**src/hw/rtl/mjdc_pkg.sv**
```systemverilog
// Shared types, constants and helper functions for the MJD/BCD time stamp converter.
// No dependencies; every other file refers to it by scoped names.
package mjdc_pkg;

	localparam int NSTAGE = 6;

	// MJD plus the March shift, reduced by four whole 400-year cycles
	localparam logic [17:0] MJD_TO_IN400 = 18'd94493;
	localparam logic [17:0] DAYS_400Y    = 18'd146097;
	localparam logic [17:0] DAYS_100Y    = 18'd36524;
	localparam logic [15:0] DAYS_4Y      = 16'd1461;
	localparam logic [10:0] DAYS_1Y      = 11'd365;
	localparam logic [8:0]  DOY_LEAP     = 9'd365;
	localparam logic [2:0]  LAST_CYCLE   = 3'd4;

	// quad estimate: in100 * 2870 >> 22, low by at most one
	localparam logic [11:0] QUAD_RECIP = 12'd2870;
	localparam int          QUAD_SHIFT = 22;

	localparam logic [8:0] MON5_DAYS  = 9'd153;
	localparam logic [7:0] MON2_DAYS  = 8'd61;
	localparam logic [5:0] MON1_DAYS  = 6'd31;
	localparam logic [3:0] MONTHS     = 4'd12;

	localparam logic [10:0] YEAR_BASE_LO = 11'd1600;
	localparam logic [10:0] YEAR_BASE_HI = 11'd2000;

	localparam logic [16:0] WDAY_OFFSET = 17'd3;

	typedef struct packed {
		logic [15:0] mjd;
		logic [7:0]  hour_bcd;
		logic [7:0]  minute_bcd;
		logic [7:0]  second_bcd;
	} ts_t;

	typedef struct packed {
		logic [10:0] year;
		logic [3:0]  month;
		logic [4:0]  day_of_month;
		logic [2:0]  weekday;
		logic [7:0]  hour;
		logic [7:0]  minute;
		logic [7:0]  second;
	} cal_t;

	typedef struct packed {
		logic [NSTAGE-1:0] load;
	} pipe_ctrl_t;

	typedef struct packed {
		logic        q400_hi;
		logic [2:0]  cent;
		logic [4:0]  quad;
		logic [10:0] in4;
	} era_t;

	typedef struct packed {
		logic [10:0] year;
		logic [3:0]  month;
		logic [4:0]  day_of_month;
	} date_t;

	typedef struct packed {
		logic [2:0] weekday;
		logic [7:0] hour;
		logic [7:0] minute;
		logic [7:0] second;
	} tlane_t;

	function automatic logic [7:0] bcd_to_bin(input logic [7:0] b);
		logic [7:0] tens;
		tens = {4'b0, b[7:4]};
		return (tens << 3) + (tens << 1) + {4'b0, b[3:0]};
	endfunction

	// (mjd + 3) mod 7 by folding octal digits (8 == 1 mod 7)
	function automatic logic [2:0] weekday_of(input logic [15:0] mjd);
		logic [16:0] y;
		logic [5:0]  s;
		logic [3:0]  t;
		logic [2:0]  u;
		y = {1'b0, mjd} + WDAY_OFFSET;
		s = 6'(y[2:0]) + 6'(y[5:3]) + 6'(y[8:6]) + 6'(y[11:9]) + 6'(y[14:12])
			+ 6'(y[16:15]);
		t = 4'(s[2:0]) + 4'(s[5:3]);
		u = t[2:0] + 3'(t[3]);
		return (u == 3'd7) ? 3'd0 : u;
	endfunction

endpackage

```
**src/hw/rtl/mjd_bcd_time_to_calendar.sv**
```systemverilog
// Broadcast time stamp converter: one ts beat (16-bit MJD plus BCD hour, minute,
// second) gives one cal beat with Gregorian year, month, day, weekday (Sunday = 0)
// and binary time. Fixed six-stage pipeline: a beat is accepted every clock
// while cal_stall stays low, and its result passes through the six register
// stages of the calendar split (400/100-year cycles, the 4-year reciprocal
// estimate and its correction, year and day of year, month).
// BCD digits are not range checked: each byte maps to tens * 10 + ones (max 165).
// Depends on mjdc_pkg, mjdc_pipe_ctrl, mjdc_era_split, mjdc_year_month,
// mjdc_time_lane.
module mjd_bcd_time_to_calendar (
	input  logic           clk,
	input  logic           arst_n,
	// time stamp channel
	input  logic           ts_valid,
	output logic           ts_stall,
	input  mjdc_pkg::ts_t  ts,
	// calendar result channel
	output logic           cal_valid,
	input  logic           cal_stall,
	output mjdc_pkg::cal_t cal
);

	mjdc_pkg::pipe_ctrl_t ctrl;
	mjdc_pkg::era_t       era;
	mjdc_pkg::date_t      date;
	mjdc_pkg::tlane_t     lane;

	// Valid bits per stage; stall ripples back only through full stages,
	// so bubbles are squeezed out while the output is held.
	mjdc_pipe_ctrl u_ctrl (
		.clk       (clk),
		.arst_n    (arst_n),
		.ts_valid  (ts_valid),
		.cal_stall (cal_stall),
		.ts_stall  (ts_stall),
		.cal_valid (cal_valid),
		.ctrl      (ctrl)
	);

	// Stages 1-4: day index inside the 400-year cycle, century, 4-year block.
	mjdc_era_split u_era (
		.clk  (clk),
		.ctrl (ctrl),
		.mjd  (ts.mjd),
		.era  (era)
	);

	// Stages 5-6: March-based year and day of year, then month and day,
	// with January/February folded into the next calendar year.
	mjdc_year_month u_ym (
		.clk  (clk),
		.ctrl (ctrl),
		.era  (era),
		.date (date)
	);

	// Weekday and time fields are computed in stage 1 and ride along.
	mjdc_time_lane u_lane (
		.clk  (clk),
		.ctrl (ctrl),
		.ts   (ts),
		.lane (lane)
	);

	assign cal.year         = date.year;
	assign cal.month        = date.month;
	assign cal.day_of_month = date.day_of_month;
	assign cal.weekday      = lane.weekday;
	assign cal.hour         = lane.hour;
	assign cal.minute       = lane.minute;
	assign cal.second       = lane.second;

	// Input back-pressure only when every stage holds a beat and output is stalled.
	a_stall_full: assert property (@(posedge clk) disable iff (!arst_n)
		ts_stall |-> (cal_valid && cal_stall))
		else $error("ts_stall raised with a free pipeline slot");

	a_date_range: assert property (@(posedge clk) disable iff (!arst_n)
		cal_valid |-> (cal.month >= 4'd1 && cal.month <= 4'd12
			&& cal.day_of_month != 5'd0))
		else $error("month or day out of range");

	a_year_range: assert property (@(posedge clk) disable iff (!arst_n)
		cal_valid |-> (cal.year >= 11'd1858 && cal.year <= 11'd2039))
		else $error("year out of range");

	a_weekday: assert property (@(posedge clk) disable iff (!arst_n)
		cal_valid |-> (cal.weekday <= 3'd6))
		else $error("weekday out of range");

endmodule

```
**src/hw/rtl/mjdc_pipe_ctrl.sv**
```systemverilog
// Valid bits and load enables for the six-stage converter pipeline.
// Depends on mjdc_pkg.
module mjdc_pipe_ctrl (
	input  logic                clk,
	input  logic                arst_n,
	input  logic                ts_valid,
	input  logic                cal_stall,
	output logic                ts_stall,
	output logic                cal_valid,
	output mjdc_pkg::pipe_ctrl_t ctrl
);

	logic [mjdc_pkg::NSTAGE-1:0] valid_q;
	logic [mjdc_pkg::NSTAGE-1:0] load;

	// a stage loads when empty or when the stage after it moves
	always_comb begin
		load[mjdc_pkg::NSTAGE-1] = !valid_q[mjdc_pkg::NSTAGE-1] || !cal_stall;
		for (int k = mjdc_pkg::NSTAGE - 2; k >= 0; k--) begin
			load[k] = !valid_q[k] || load[k+1];
		end
	end

	always_ff @(posedge clk or negedge arst_n) begin
		if (!arst_n) begin
			valid_q <= '0;
		end else begin
			if (load[0]) begin
				valid_q[0] <= ts_valid;
			end
			for (int k = 1; k < mjdc_pkg::NSTAGE; k++) begin
				if (load[k]) begin
					valid_q[k] <= valid_q[k-1];
				end
			end
		end
	end

	assign ctrl.load = load;
	assign ts_stall  = !load[0];
	assign cal_valid = valid_q[mjdc_pkg::NSTAGE-1];

endmodule

```
**src/hw/rtl/mjdc_era_split.sv**
```systemverilog
// Stages 1-4: day count split into 400-year, 100-year and 4-year cycles.
// Depends on mjdc_pkg.
module mjdc_era_split (
	input  logic                 clk,
	input  mjdc_pkg::pipe_ctrl_t ctrl,
	input  logic [15:0]          mjd,
	output mjdc_pkg::era_t       era
);

	// stage 1
	logic [17:0] x;
	logic        hi;
	logic [17:0] in400_s1;
	logic        hi_s1;

	always_comb begin
		x  = {2'b0, mjd} + mjdc_pkg::MJD_TO_IN400;
		hi = (x >= mjdc_pkg::DAYS_400Y);
	end

	always_ff @(posedge clk) begin
		if (ctrl.load[0]) begin
			in400_s1 <= hi ? x - mjdc_pkg::DAYS_400Y : x;
			hi_s1    <= hi;
		end
	end

	// stage 2: century, 0..4 (4 only on the leap day closing the cycle)
	logic [2:0]  cent;
	logic [17:0] cent_off;
	logic [17:0] in100_w;
	logic [2:0]  cent_s2;
	logic [15:0] in100_s2;
	logic        hi_s2;

	always_comb begin
		if (in400_s1 >= 18'(4 * 36524)) begin
			cent = mjdc_pkg::LAST_CYCLE; cent_off = 18'(4 * 36524);
		end else if (in400_s1 >= 18'(3 * 36524)) begin
			cent = 3'd3; cent_off = 18'(3 * 36524);
		end else if (in400_s1 >= 18'(2 * 36524)) begin
			cent = 3'd2; cent_off = 18'(2 * 36524);
		end else if (in400_s1 >= mjdc_pkg::DAYS_100Y) begin
			cent = 3'd1; cent_off = mjdc_pkg::DAYS_100Y;
		end else begin
			cent = 3'd0; cent_off = '0;
		end
		in100_w = in400_s1 - cent_off;
	end

	always_ff @(posedge clk) begin
		if (ctrl.load[1]) begin
			cent_s2  <= cent;
			in100_s2 <= in100_w[15:0];
			hi_s2    <= hi_s1;
		end
	end

	// stage 3: reciprocal estimate of in100 / 1461
	logic [27:0] recip_prod;
	logic [4:0]  qest_s3;
	logic [15:0] in100_s3;
	logic [2:0]  cent_s3;
	logic        hi_s3;

	assign recip_prod = {12'b0, in100_s2} * {16'b0, mjdc_pkg::QUAD_RECIP};

	always_ff @(posedge clk) begin
		if (ctrl.load[2]) begin
			qest_s3  <= recip_prod[mjdc_pkg::QUAD_SHIFT +: 5];
			in100_s3 <= in100_s2;
			cent_s3  <= cent_s2;
			hi_s3    <= hi_s2;
		end
	end

	// stage 4: remainder and one-step correction
	logic [15:0] back;
	logic [15:0] rem;
	logic        fix;

	always_comb begin
		back = 16'({11'b0, qest_s3} * mjdc_pkg::DAYS_4Y);
		rem  = in100_s3 - back;
		fix  = (rem >= mjdc_pkg::DAYS_4Y);
	end

	always_ff @(posedge clk) begin
		if (ctrl.load[3]) begin
			era.q400_hi <= hi_s3;
			era.cent    <= cent_s3;
			era.quad    <= qest_s3 + 5'(fix);
			era.in4     <= fix ? 11'(rem - mjdc_pkg::DAYS_4Y) : rem[10:0];
		end
	end

endmodule

```
**src/hw/rtl/mjdc_year_month.sv**
```systemverilog
// Stages 5-6: year within the 4-year cycle, day of year, month and day.
// Depends on mjdc_pkg.
module mjdc_year_month (
	input  logic                 clk,
	input  mjdc_pkg::pipe_ctrl_t ctrl,
	input  mjdc_pkg::era_t       era,
	output mjdc_pkg::date_t      date
);

	// stage 5
	logic [2:0]  yr;
	logic [10:0] yr_off;
	logic [10:0] c100;
	logic [10:0] base;
	logic        last_c;
	logic        last_y;
	logic [8:0]  doy_s5;
	logic [10:0] year_s5;

	always_comb begin
		if (era.in4 >= 11'(4 * 365)) begin
			yr = mjdc_pkg::LAST_CYCLE; yr_off = 11'(4 * 365);
		end else if (era.in4 >= 11'(3 * 365)) begin
			yr = 3'd3; yr_off = 11'(3 * 365);
		end else if (era.in4 >= 11'(2 * 365)) begin
			yr = 3'd2; yr_off = 11'(2 * 365);
		end else if (era.in4 >= mjdc_pkg::DAYS_1Y) begin
			yr = 3'd1; yr_off = mjdc_pkg::DAYS_1Y;
		end else begin
			yr = 3'd0; yr_off = '0;
		end
		case (era.cent)
			3'd1:    c100 = 11'd100;
			3'd2:    c100 = 11'd200;
			3'd3:    c100 = 11'd300;
			3'd4:    c100 = 11'd400;
			default: c100 = 11'd0;
		endcase
		last_c = (era.cent == mjdc_pkg::LAST_CYCLE);
		last_y = (yr == mjdc_pkg::LAST_CYCLE);
		base   = era.q400_hi ? mjdc_pkg::YEAR_BASE_HI : mjdc_pkg::YEAR_BASE_LO;
	end

	always_ff @(posedge clk) begin
		if (ctrl.load[4]) begin
			// both leap-day folds land on day 365 of the March year
			doy_s5  <= (last_c || last_y) ? mjdc_pkg::DOY_LEAP : 9'(era.in4 - yr_off);
			year_s5 <= base + c100 + {4'b0, era.quad, 2'b0} + {8'b0, yr}
				- {10'b0, last_c} - {10'b0, last_y};
		end
	end

	// stage 6: 153/61/31-day month groups
	logic [8:0] r0;
	logic [7:0] r1;
	logic [5:0] r2;
	logic [3:0] mon_g;
	logic [3:0] mon_h;
	logic       k;
	logic [3:0] mon_raw;
	logic       wrap;

	always_comb begin
		if (doy_s5 >= 9'(2 * 153)) begin
			mon_g = 4'd10; r0 = doy_s5 - 9'(2 * 153);
		end else if (doy_s5 >= mjdc_pkg::MON5_DAYS) begin
			mon_g = 4'd5;  r0 = doy_s5 - mjdc_pkg::MON5_DAYS;
		end else begin
			mon_g = 4'd0;  r0 = doy_s5;
		end
		r1 = r0[7:0];
		if (r1 >= 8'(2 * 61)) begin
			mon_h = 4'd4; r2 = 6'(r1 - 8'(2 * 61));
		end else if (r1 >= mjdc_pkg::MON2_DAYS) begin
			mon_h = 4'd2; r2 = 6'(r1 - mjdc_pkg::MON2_DAYS);
		end else begin
			mon_h = 4'd0; r2 = r1[5:0];
		end
		k       = (r2 >= mjdc_pkg::MON1_DAYS);
		mon_raw = mon_g + mon_h + 4'(k) + 4'd3;
		wrap    = (mon_raw > mjdc_pkg::MONTHS);
	end

	always_ff @(posedge clk) begin
		if (ctrl.load[5]) begin
			date.year         <= year_s5 + 11'(wrap);
			date.month        <= wrap ? mon_raw - mjdc_pkg::MONTHS : mon_raw;
			date.day_of_month <= 5'(k ? r2 - mjdc_pkg::MON1_DAYS : r2) + 5'd1;
		end
	end

endmodule

```
**src/hw/rtl/mjdc_time_lane.sv**
```systemverilog
// Weekday and BCD-to-binary time fields, delayed to match the date stages.
// Depends on mjdc_pkg.
module mjdc_time_lane (
	input  logic                 clk,
	input  mjdc_pkg::pipe_ctrl_t ctrl,
	input  mjdc_pkg::ts_t        ts,
	output mjdc_pkg::tlane_t     lane
);

	mjdc_pkg::tlane_t lane_s1, lane_s2, lane_s3, lane_s4, lane_s5, lane_s6;

	always_ff @(posedge clk) begin
		if (ctrl.load[0]) begin
			lane_s1.weekday <= mjdc_pkg::weekday_of(ts.mjd);
			lane_s1.hour    <= mjdc_pkg::bcd_to_bin(ts.hour_bcd);
			lane_s1.minute  <= mjdc_pkg::bcd_to_bin(ts.minute_bcd);
			lane_s1.second  <= mjdc_pkg::bcd_to_bin(ts.second_bcd);
		end
		if (ctrl.load[1]) begin
			lane_s2 <= lane_s1;
		end
		if (ctrl.load[2]) begin
			lane_s3 <= lane_s2;
		end
		if (ctrl.load[3]) begin
			lane_s4 <= lane_s3;
		end
		if (ctrl.load[4]) begin
			lane_s5 <= lane_s4;
		end
		if (ctrl.load[5]) begin
			lane_s6 <= lane_s5;
		end
	end

	assign lane = lane_s6;

endmodule
```
**config.mk**
```make
export PLATFORM = sky130hd
export DESIGN_NAME = mjd_bcd_time_to_calendar
export DESIGN_NICKNAME = d
export VERILOG_FILES = /design/src/hw/rtl/mjdc_pkg.sv /design/src/hw/rtl/mjd_bcd_time_to_calendar.sv /design/src/hw/rtl/mjdc_pipe_ctrl.sv /design/src/hw/rtl/mjdc_era_split.sv /design/src/hw/rtl/mjdc_year_month.sv /design/src/hw/rtl/mjdc_time_lane.sv
export SDC_FILE = /design/constraint.sdc
export NUM_CORES = 1
export LEC_CHECK = 0
export BUFFER_PORTS_ARGS = -buffer_cell sky130_fd_sc_hd__buf_2
export CAP_MARGIN = 20
export CORE_MARGIN = 2
export CORE_UTILIZATION = 30
export CTS_BUF_LIST = sky130_fd_sc_hd__clkbuf_4
export DETAILED_ROUTE_END_ITERATION = 10
export GPL_TIMING_DRIVEN = 0
export PLACE_DENSITY = 0.49
export SYNTH_ARGS = -nofsm -noshare
export SYNTH_HDL_FRONTEND = slang
export SYNTH_HIERARCHICAL = 1
export SYNTH_SLANG_ARGS = --single-unit
```
**constraint.sdc**
```tcl
create_clock -name clk -period 13.57 [get_ports clk]
set_input_delay 2.0355 -clock clk [delete_from_list [all_inputs] [get_ports clk]]
set_output_delay 2.0355 -clock clk [all_outputs]
set_load 0.01 [all_outputs]
```
==> results.ini, run 1 <==
[sta]
hold_viol = 0
fin_crit_ns = 7.53
finalSetupViolations = 0
drv_slew = 0
relSlewSlack_pct = 44.2
period_share_pct = 55.5
finClkSkew_ns = 0.0500
fin_setup_tns_ns = 0
worst-slew-pin-transition_ns = 0.813
max_freq_mhz = 133
rsz0062_at_grt = false

[synth]
synth_edf_count = 286
synth_area_mm2 = 0.0200
synth_top_cells_by_area = edfxtp_1 (43%), ha_1 (14%), fa_1 (10%), inv_1 (5.2%), xnor2_1 (3.9%)
synth.most_common_cell = edfxtp_1
synth_largest_area_cell = edfxtp_1
avgSynthCellArea_um2 = 11.9
syn-instance-count = 1679
synth-main-ff-cell = edfxtp_1
yosysWarnings = 6
ys_seq_elements = 292
ys_types = 111
yosysTopAreaCellShare_pct = 43.0
yosysSeqAreaShare_pct = 43.7
synth_nets = 2050
yosys-top-cells-count = edfxtp_1 (286), inv_1 (277), ha_1 (224)
ys_async_sr_fraction_pct = 2.05

[critical_path]
required_ns = 14.06
worstSetupPathType = flip-flop to flip-flop
critPathCaptureType = flip-flop
slowest_delay_ns = 0.59
critical_path_depth = 31
rr_worst_depth = 31
crit_buf_inv = 6
critPathMostFrequentCell = ha_1
cp-start-kind = flip-flop
crit_fanout = 8
critical-path-slowest-cell = a21boi_0
critPathTopFamily = simple AND/OR/NAND/NOR gates
arrival_ns = 8.02

[cells_and_area]
post-route-util_pct = 34.5
n_fill_cell = 6611
areaGrowthSynthToFinish_pct = 13.6
drive_gt1_share_pct = 15.9
nNetsFinal = 2228

[floorplanning]
die_h_um = 262
start_util_pct = 30.4
core_area_mm2 = 0.0659
rows = 94
num_io_pins = 93
dieWidth_um = 262
die_area_mm2 = 0.0687

[clock_tree]
clockRootBuffer = clkbuf_4
cts_tree = done
post_cts_resized = 0
clk_pin_slew_ns = 0.07
cts_setup_buffers = 0
numCtsBuffers = 79
insertion_delay_ns = 0.75
cts_buffer_depth = 3
cts_sinks = 292
cts_hold_buf = 0
cts_htree_levels = 3

[global_routing]
grt-ovfl-total = 0
grt_pass1_vias = 12974
grt_usage_pct = 11.2
antenna_found_initial = 3
grt_pass1_wl_mm = 62.5
grt_max_degree = 52

[placement]
gp_congestion = 0.827
io_buffers = 92
dp_hpwl_mm = 29.2

[run_status]
status = finished, final reports clean

[route]
wirelength_mm = 37.5
vias = 12579
routedWlPerCell_um = 13.5
drc = 0
dr.pass1.iters = 7
drt_iter0_markers = 516
via_per_inst = 4.53
antenna_left = 0

[hold_path]
min_path_type = flip-flop to flip-flop
whs_path_depth = 0

[run]
maxCapViolCount = 0

per-stage QoR:
| step | cells | cell area, um^2 | worst slack, ns | hold slack, ns |
|---|---|---|---|---|
| global placement | 2635 | 21500 | 6.14 | 0.401 |
| finish | 2779 | 22700 | 6.04 | 0.376 |
| global route | 2779 | 22700 | 5.42 | 0.368 |
| floorplan | 1679 | 20000 | 6.73 | 0.400 |
| detailed placement | 2640 | 21700 | 6.07 | 0.405 |
| CTS | 2777 | 22700 | 6.02 | 0.355 |
final cells by class:
| cell class | instances | area [um^2] | share of cell area [%] |
|---|---|---|---|
| diodes | 2 | 5.00 | 0.0220 |
| plain buffers | 22 | 139 | 0.612 |
| clock buffers | 112 | 841 | 3.70 |
| clock inverters | 25 | 200 | 0.882 |
| inverters | 280 | 1050 | 4.64 |
| multi-input cells | 1085 | 10100 | 44.4 |
| flip-flops and latches | 292 | 8740 | 38.5 |
| well taps | 864 | 1080 | 4.76 |
| repair buffers | 97 | 568 | 2.50 |
logic make-up after synthesis:
kind of cell,after synthesis,synth area share (%)
adder cells (fa/ha/maj),327,24.3
AND/OR/NAND/NOR,323,8.73
buffers and inverters,302,5.96
AO/OA/AOI/OAI,294,10.8
flip-flops,292,43.7
XOR/XNOR,134,6.11
multiplexers,7,0.357
placed cells by master (no fill, tap or decap), types with 5 or more instances in the layout:
master	n
a31oi_1	11
o211ai_1	13
clkinv_2	7
a21o_1	33
nor3_1	16
mux2i_1	6
nor2_1	54
clkbuf_1	10
inv_1	277
xor2_1	39
a21oi_1	65
fa_1	103
nand2b_1	20
a211o_1	5
nand3_1	36
buf_2	95
nand4_1	18
clkbuf_4	112
or2_2	7
edfxtp_1	286
a31o_2	8
xnor2_1	90
and3_1	6
a211oi_1	8
buf_6	5
and2_1	12
ha_1	224
o21ai_0	50
o21bai_1	11
a21boi_0	8
nor2b_1	20
nor4_1	6
dfrtp_1	6
nand2_1	78
clkinv_1	11
nand2_2	6
o21a_1	8
worst register-to-register path: cells and delay by family (launching register included):
kind | cells | cell delay (ns)
flops | 1 | 0.36
xor+xnor | 3 | 0.54
simple gates | 10 | 1.98
compound gates | 4 | 1.40
fa+ha+maj | 8 | 1.93
buf+inv | 6 | 1.05
sequential cells by signal (all words and copies together) (netlist names), 3 cells and up:
register and flops:
u_ym/doy_s5 9, u_era/cent_s2 3, u_ym/date 20, u_ym/year_s5 11, u_lane/lane_s5 27, u_era/cent_s3 3
u_lane/lane 27, u_lane/lane_s3 27, u_lane/lane_s1 27, u_era/in100_s2 16, u_lane/lane_s4 27, u_era/qest_s3 5
u_era/in400_s1 18, u_ctrl/valid_q 6, u_era/era 20, u_lane/lane_s2 27, u_era/in100_s3 16
routing by layer:
layer / share of wire, % / routed length, um / GRT usage, %
met2: 49 / 18400 / 19.4
met5: 0.035 / 13 / 0
met3: 4.0 / 1520 / 2.42
met1: 44 / 16700 / 13.6
met4: 2.5 / 926 / 4.72
final timing paths:
path / start / end / slack (ns)
setup reg to reg: u_ym/doy_s5[1] / u_ym/date[19] / 6.04
hold reg to reg: u_lane/lane_s3[14] / u_lane/lane_s4[14] / 0.38
setup / recovery: u_ym/doy_s5[1] / u_ym/date[19] / 6.04
min in group asynchronous: arst_n / u_ctrl/valid_q[3] / 1.13
hold / removal: u_lane/lane_s3[14] / u_lane/lane_s4[14] / 0.38
max in group asynchronous: arst_n / u_ctrl/valid_q[1] / 12.27
Power of run 1 is not shown: default switching activity piles up to over one toggle a cycle in this logic, so the estimate is an artifact.
==> run 2: changes to the inputs <==
--- a/config.mk
+++ b/config.mk
@@ -12,7 +12,7 @@
 export CTS_BUF_LIST = sky130_fd_sc_hd__clkbuf_4
 export DETAILED_ROUTE_END_ITERATION = 10
 export GPL_TIMING_DRIVEN = 0
-export PLACE_DENSITY = 0.49
+export PLACE_DENSITY = 0.5
 export SYNTH_ARGS = -nofsm -noshare
 export SYNTH_HDL_FRONTEND = slang
 export SYNTH_HIERARCHICAL = 1
==> constraint.sdc (replaced) <==
create_clock -name clk -period 6.9 [get_ports clk]
set_input_delay 1.035 -clock clk [delete_from_list [all_inputs] [get_ports clk]]
set_output_delay 1.035 -clock clk [all_outputs]
set_load 0.01 [all_outputs]
==> run 2 against run 1 <==
Against the previous run: die area unchanged; routed wire length increased by 2.7%; via count increased by 1.4%; non-clock buffer count increased by 10; sequential cell count unchanged; sequential share of layout area decreased by 0.20 points; design area increased by 0.52%; core utilization increased by 0.18 points; global-route usage increased by 0.30 points; first-iteration DRC count increased by 15%; maximum frequency increased by 14%; critical endpoint unchanged; largest cell class unchanged; highest routed layer unchanged.
==> results.ini, run 2 (synthesized netlist as in run 1, its figures left out) <==
[hold_path]
min_path_type = flip-flop to flip-flop
hp-start = u_lane/lane_s4[16]
whs_path_depth = 0  ; unchanged
whs_endpoint = u_lane/lane_s5[16]

[sta]
max_freq_mhz = 151  ; +14%
worst-slew-pin-transition_ns = 0.786  ; -0.0276 ns
fin_setup_tns_ns = 0  ; unchanged
finClkSkew_ns = 0.0605  ; +0.0105 ns
drv_slew = 0  ; unchanged
period_share_pct = 95.9  ; +40 points
hold_viol = 0  ; unchanged
fin_crit_ns = 6.61  ; -0.918 ns
relSlewSlack_pct = 47.4  ; +3.2 points
finalSetupViolations = 0  ; unchanged

[critical_path]
reg2reg_from = u_ym/doy_s5[1]
slowest_delay_ns = 0.48  ; -0.11 ns
arrival_ns = 7.08  ; -0.94 ns
worstSetupPathType = flip-flop to flip-flop
critical-path-slowest-cell = or4b_4
r2r-end = u_ym/date[19]
critPathCaptureType = flip-flop
rrSetupSlack_ns = 0.29  ; -5.75 ns
cp-start-kind = flip-flop
rr_worst_depth = 31  ; unchanged
required_ns = 7.36  ; -6.70 ns
crit_buf_inv = 6  ; unchanged
critPathTopFamily = simple AND/OR/NAND/NOR gates
crit_fanout = 10  ; +2
critPathMostFrequentCell = ha_1

[placement]
placed_cell_area_mm2 = 0.0217  ; unchanged
io_buffers = 92  ; unchanged
gp_congestion = 0.840  ; +1.6%
dp_hpwl_mm = 29.6  ; +1.3%

[clock_tree]
clockRootBuffer = clkbuf_4
insertion_delay_ns = 0.74  ; about the same
cts_buffer_depth = 3  ; unchanged
clk_pin_slew_ns = 0.07  ; about the same
cts_tree = done
cts_htree_levels = 3  ; unchanged
cts_sinks = 292  ; unchanged
numCtsBuffers = 74  ; -6.3%

[cells_and_area]
finish.instance_area_mm2 = 0.0228  ; +0.52%
areaGrowthSynthToFinish_pct = 14.1
nNetsFinal = 2233  ; +0.22%
final_cell_mix = edfxtp_1 (286), inv_1 (275), ha_1 (221), clkbuf_4 (109), fa_1 (103)
drive_gt1_share_pct = 16.9  ; +1.0 points
layout_commonest_cell = edfxtp_1

[global_routing]
grt_pass1_wl_mm = 64.6  ; +3.5%
grt_pass1_vias = 13187  ; +1.6%
grt_max_degree = 52  ; unchanged
grt_usage_pct = 11.5  ; +0.30 points
grt-ovfl-total = 0  ; unchanged
antenna_found_initial = 3  ; unchanged

[route]
drc = 0  ; unchanged
vias = 12751  ; +1.4%
routedWlPerCell_um = 13.8  ; +2.6%
antenna_left = 0  ; unchanged
dr.pass1.iters = 7  ; unchanged
wirelength_mm = 38.5  ; +2.7%
via_per_inst = 4.59  ; +1.3%
drt_iter0_markers = 591  ; +15%

[floorplanning]
num_io_pins = 93  ; unchanged
core_area_mm2 = 0.0659  ; unchanged
die_h_um = 262  ; unchanged
start_util_pct = 30.4  ; unchanged
die_area_mm2 = 0.0687  ; unchanged
dieWidth_um = 262  ; unchanged
rows = 94  ; unchanged

[run]
maxCapViolCount = 0  ; unchanged

[run_status]
status = finished, final reports clean

## run 2: cell count changes in the layout (fill, tap and decap cells not counted), moves of 3 or more
cell      change
ha_1          -3
clkinv_2      -5
ha_2          +3
clkbuf_4      -3
xnor2_1       -3
buf_4        +10
xnor2_2       +3
inv_2         +3
## run 2: repair_timing
| item | CTS | global route |
|---|---|---|
| hold buffers | 1 | 0 |
| hold endpoints to repair | 2 | 0 |
| gates resized for setup | 5 | 19 |
| gates cloned | 0 | 0 |
| pin swaps | 3 | 5 |
| endpoints found under the setup margin | 10 | 8 |
| setup buffers | 5 | 5 |
## run 2: how the worst max path moves through the flow
stage | slack (ns) | endpoint | from | depth (start not counted)
2_1_floorplan | 0.55 | u_ym/date[17] | u_ym/doy_s5[1] | 31
3_3_place_gp | -0.68 | u_ym/date[19] | u_ym/doy_s5[1] | 31
5_1_grt | -0.09 | u_ym/date[19] | u_ym/doy_s5[1] | 29
4_1_cts | 0.03 | u_ym/date[19] | u_ym/doy_s5[1] | 31
6_report | 0.29 | u_ym/date[19] | u_ym/doy_s5[1] | 31
3_5_place_dp | -0.74 | u_ym/date[19] | u_ym/doy_s5[1] | 31
## run 2: layout make-up
cell class | instances | area (um^2)
Fill cell | 6662 | 43000
Clock inverter | 21 | 158
Inverter | 280 | 1050
Antenna cell | 1 | 2.50
Tap cell | 864 | 1080
Timing Repair Buffer | 108 | 653
Clock buffer | 109 | 818
Multi-Input combinational cell | 1085 | 10200
Sequential cell | 292 | 8740
Buffer | 21 | 135
## run 2: worst register-to-register path: cells and delay by family, from the launching register on
family                   cells  cell delay [ns]
adder cells (fa/ha/maj)      8             1.77
flip-flops                   1             0.42
XOR/XNOR                     3             0.53
AND/OR/NAND/NOR             10             2.02
AO/OA/AOI/OAI                3             0.70
buffers and inverters        6             0.77
multiplexers                 1             0.18
## run 2: routing by layer
metal	track usage [%]	routed length, um	up-vias
met5	0	24	-
met4	4.43	806	4
met3	2.35	1480	56
met2	19.4	18700	207
met1	14.6	17500	6138
li1	-	-	6346
## run 2: metrics by stage
stage | worst slack [ns] | utilization, % | hold WS (ns) | cells
2_1_floorplan | 0.547 | - | 0.400 | 1679
3_3_place_gp | -0.678 | 32.7 | 0.400 | 2635
3_5_place_dp | -0.735 | 32.9 | 0.405 | 2640
4_1_cts | 0.0343 | 34.5 | 0.376 | 2775
5_1_grt | -0.0858 | 34.6 | 0.406 | 2781
6_report | 0.285 | 34.6 | 0.390 | 2781
Power of run 2 is left out for the same reason.
==> run 3: changes to the inputs <==
--- a/config.mk
+++ b/config.mk
@@ -12,7 +12,7 @@
 export CTS_BUF_LIST = sky130_fd_sc_hd__clkbuf_4
 export DETAILED_ROUTE_END_ITERATION = 10
 export GPL_TIMING_DRIVEN = 0
-export PLACE_DENSITY = 0.5
+export PLACE_DENSITY = 0.49
 export SYNTH_ARGS = -nofsm -noshare
 export SYNTH_HDL_FRONTEND = slang
 export SYNTH_HIERARCHICAL = 1
==> constraint.sdc (replaced) <==
create_clock -name clk -period 6.1 [get_ports clk]
set_input_delay 0.915 -clock clk [delete_from_list [all_inputs] [get_ports clk]]
set_output_delay 0.915 -clock clk [all_outputs]
set_load 0.01 [all_outputs]
==> run 3 against run 2 <==
Against the previous run: setup slack worse by 0.16 ns; via count increased by 0.87%; worst hold slack lost 0.0042 ns; sequential cell count unchanged; maximum frequency grew 11%; design area up 3.0%; largest cell class unchanged; clock skew increased by 0.014 ns.
==> results.ini, run 3 (synthesized netlist as in run 1, its figures left out) <==
[run_status]
status = finished, final reports clean

[clock_tree]
clockRootBuffer = clkbuf_4
numCtsBuffers = 82  ; +11%
cts_tree = done
cts_sinks = 292  ; unchanged
insertion_delay_ns = 0.76  ; +0.02 ns
clk_pin_slew_ns = 0.06  ; about the same
cts_buffer_depth = 3  ; unchanged
cts_htree_levels = 3  ; unchanged

[route]
dr.pass1.iters = 5  ; -2
vias = 12862  ; +0.87%
drt_iter0_markers = 530  ; -10%
dr_wl_met2_mm = 19.5  ; +4.3%
via_per_inst = 4.53  ; -1.2%
wirelength_mm = 39.0  ; +1.5%
drc = 0  ; unchanged
highest_layer = met4
drt-met1-wl_mm = 17.4  ; -0.37%
met3_length_mm = 1.52  ; +2.5%
routedWlPerCell_um = 13.7  ; -0.65%
antenna_left = 0  ; unchanged

[sta]
period_share_pct = 98.0  ; +2.1 points
finClkSkew_ns = 0.0749  ; +0.0143 ns
hold_viol = 0  ; unchanged
rsz0062_at_grt = true
whs_ns = 0.386  ; -0.00423 ns
fin_crit_ns = 5.98  ; -0.638 ns
max_freq_mhz = 167  ; +11%
relSlewSlack_pct = 56.0  ; +8.6 points
drv_slew = 0  ; unchanged
worst-slew-pin-transition_ns = 0.643  ; -0.143 ns
finalSetupViolations = 0  ; unchanged

[cells_and_area]
multi_input_area_mm2 = 0.0104  ; +2.6%
nNetsFinal = 2279  ; +2.1%
areaGrowthSynthToFinish_pct = 17.5
n_fill_cell = 6595  ; -1.0%
layout_commonest_cell = edfxtp_1
drive_gt1_share_pct = 20.7  ; +3.8 points
seqCellArea_mm2 = 0.00874  ; unchanged
final_cell_mix = edfxtp_1 (286), inv_1 (271), ha_1 (215), clkbuf_4 (126), fa_1 (102)

[floorplanning]
core_area_mm2 = 0.0659  ; unchanged
start_util_pct = 30.4  ; unchanged
die_h_um = 262  ; unchanged
rows = 94  ; unchanged
dieWidth_um = 262  ; unchanged
num_io_pins = 93  ; unchanged
die_area_mm2 = 0.0687  ; unchanged

[critical_path]
required_ns = 6.58  ; -0.78 ns
reg2reg_from = u_ym/doy_s5[1]
critical-path-slowest-cell = edfxtp_1
rrSetupSlack_ns = 0.12  ; -0.16 ns
crit_fanout = 7  ; -3
cp-start-kind = flip-flop
critPathMostFrequentCell = ha_4
r2r-end = u_ym/date[19]
arrival_ns = 6.46  ; -0.62 ns
cp-endpoint = u_ym/date[19]
worstSetupPathType = flip-flop to flip-flop
slowest_delay_ns = 0.44  ; -0.04 ns
rr_worst_depth = 29  ; -6.5%
cp-startpoint = u_ym/doy_s5[1]
critPathCaptureType = flip-flop

[global_routing]
grt_max_degree = 52  ; unchanged
antenna_found_initial = 2  ; -1
grt_usage_pct = 11.7  ; +0.14 points
grt-ovfl-total = 0  ; unchanged
grt_pass1_vias = 13442  ; +1.9%
grt_pass1_wl_mm = 65.0  ; +0.62%

[run]
maxCapViolCount = 0  ; unchanged

[placement]
gp_congestion = 0.832  ; -0.92%
dp_hpwl_mm = 29.6  ; -0.19%
io_buffers = 92  ; unchanged

[hold_path]
min_path_type = primary input to flip-flop

## run 3: final cells by class
cell class / instances / area share [%]
sequential: 292 / 37.2
clock inverter: 23 / 0.532
antenna: 3 / 0.0319
clock buffer: 126 / 4.03
tap: 864 / 4.60
buffer: 19 / 0.527
inverter: 280 / 4.54
multi-input combinational: 1085 / 44.4
timing repair buffer: 148 / 4.11
## run 3: how the worst min path moves through the flow
| stage | startpoint | to | slack [ns] | cells after the start |
|---|---|---|---|---|
| after global placement | u_lane/lane_s1[9] | u_lane/lane_s2[9] | 0.40 | 0 |
| after floorplan | u_era/cent_s2[0] | u_era/cent_s3[0] | 0.40 | 0 |
| after detailed placement | u_lane/lane_s5[10] | u_lane/lane[10] | 0.40 | 0 |
| after CTS | ts[16] | u_lane/lane_s1[16] | 0.27 | 1 |
| final | ts[16] | u_lane/lane_s1[16] | 0.39 | 1 |
| after global routing | ts[8] | u_lane/lane_s1[8] | 0.28 | 1 |
## run 3: per-stage QoR
step                util [%]  TNS (ns)  setup slack (ns)  instance area [um^2]  instances
floorplan                  -         0            0.0109                 20000       1679
global placement        32.7     -7.06            -0.942                 21600       2635
detailed placement      32.9     -7.92            -0.984                 21700       2640
CTS                     35.0         0           0.00533                 23100       2809
global route            35.7    -0.305            -0.107                 23500       2840
finish                  35.7         0             0.123                 23500       2840
## run 3: timing repair
action                                  CTS  global route
cloned                                    0             0
setup buffers                            20            30
hold endpoints to repair                  6             0
pin swaps                                19            33
endpoints found under the setup margin   13             9
hold buffers                              1             0
resized for setup                        36            40
## run 3: layer usage
metal	global-route usage, %	up-vias
met5	0	-
met3	2.39	44
met4	4.36	0
met2	20.2	213
met1	14.3	6158
li1	-	6447
## run 3: worst max-delay path, delay by kind of cell (launching register included)
kind                     cells  cell delay (ns)
AO/OA/AOI/OAI                6             1.36
buffers and inverters        5             0.48
adder cells (fa/ha/maj)      8             1.69
flip-flops                   1             0.44
AND/OR/NAND/NOR              7             1.26
XOR/XNOR                     3             0.49
Power of run 3 is left out for the same reason.
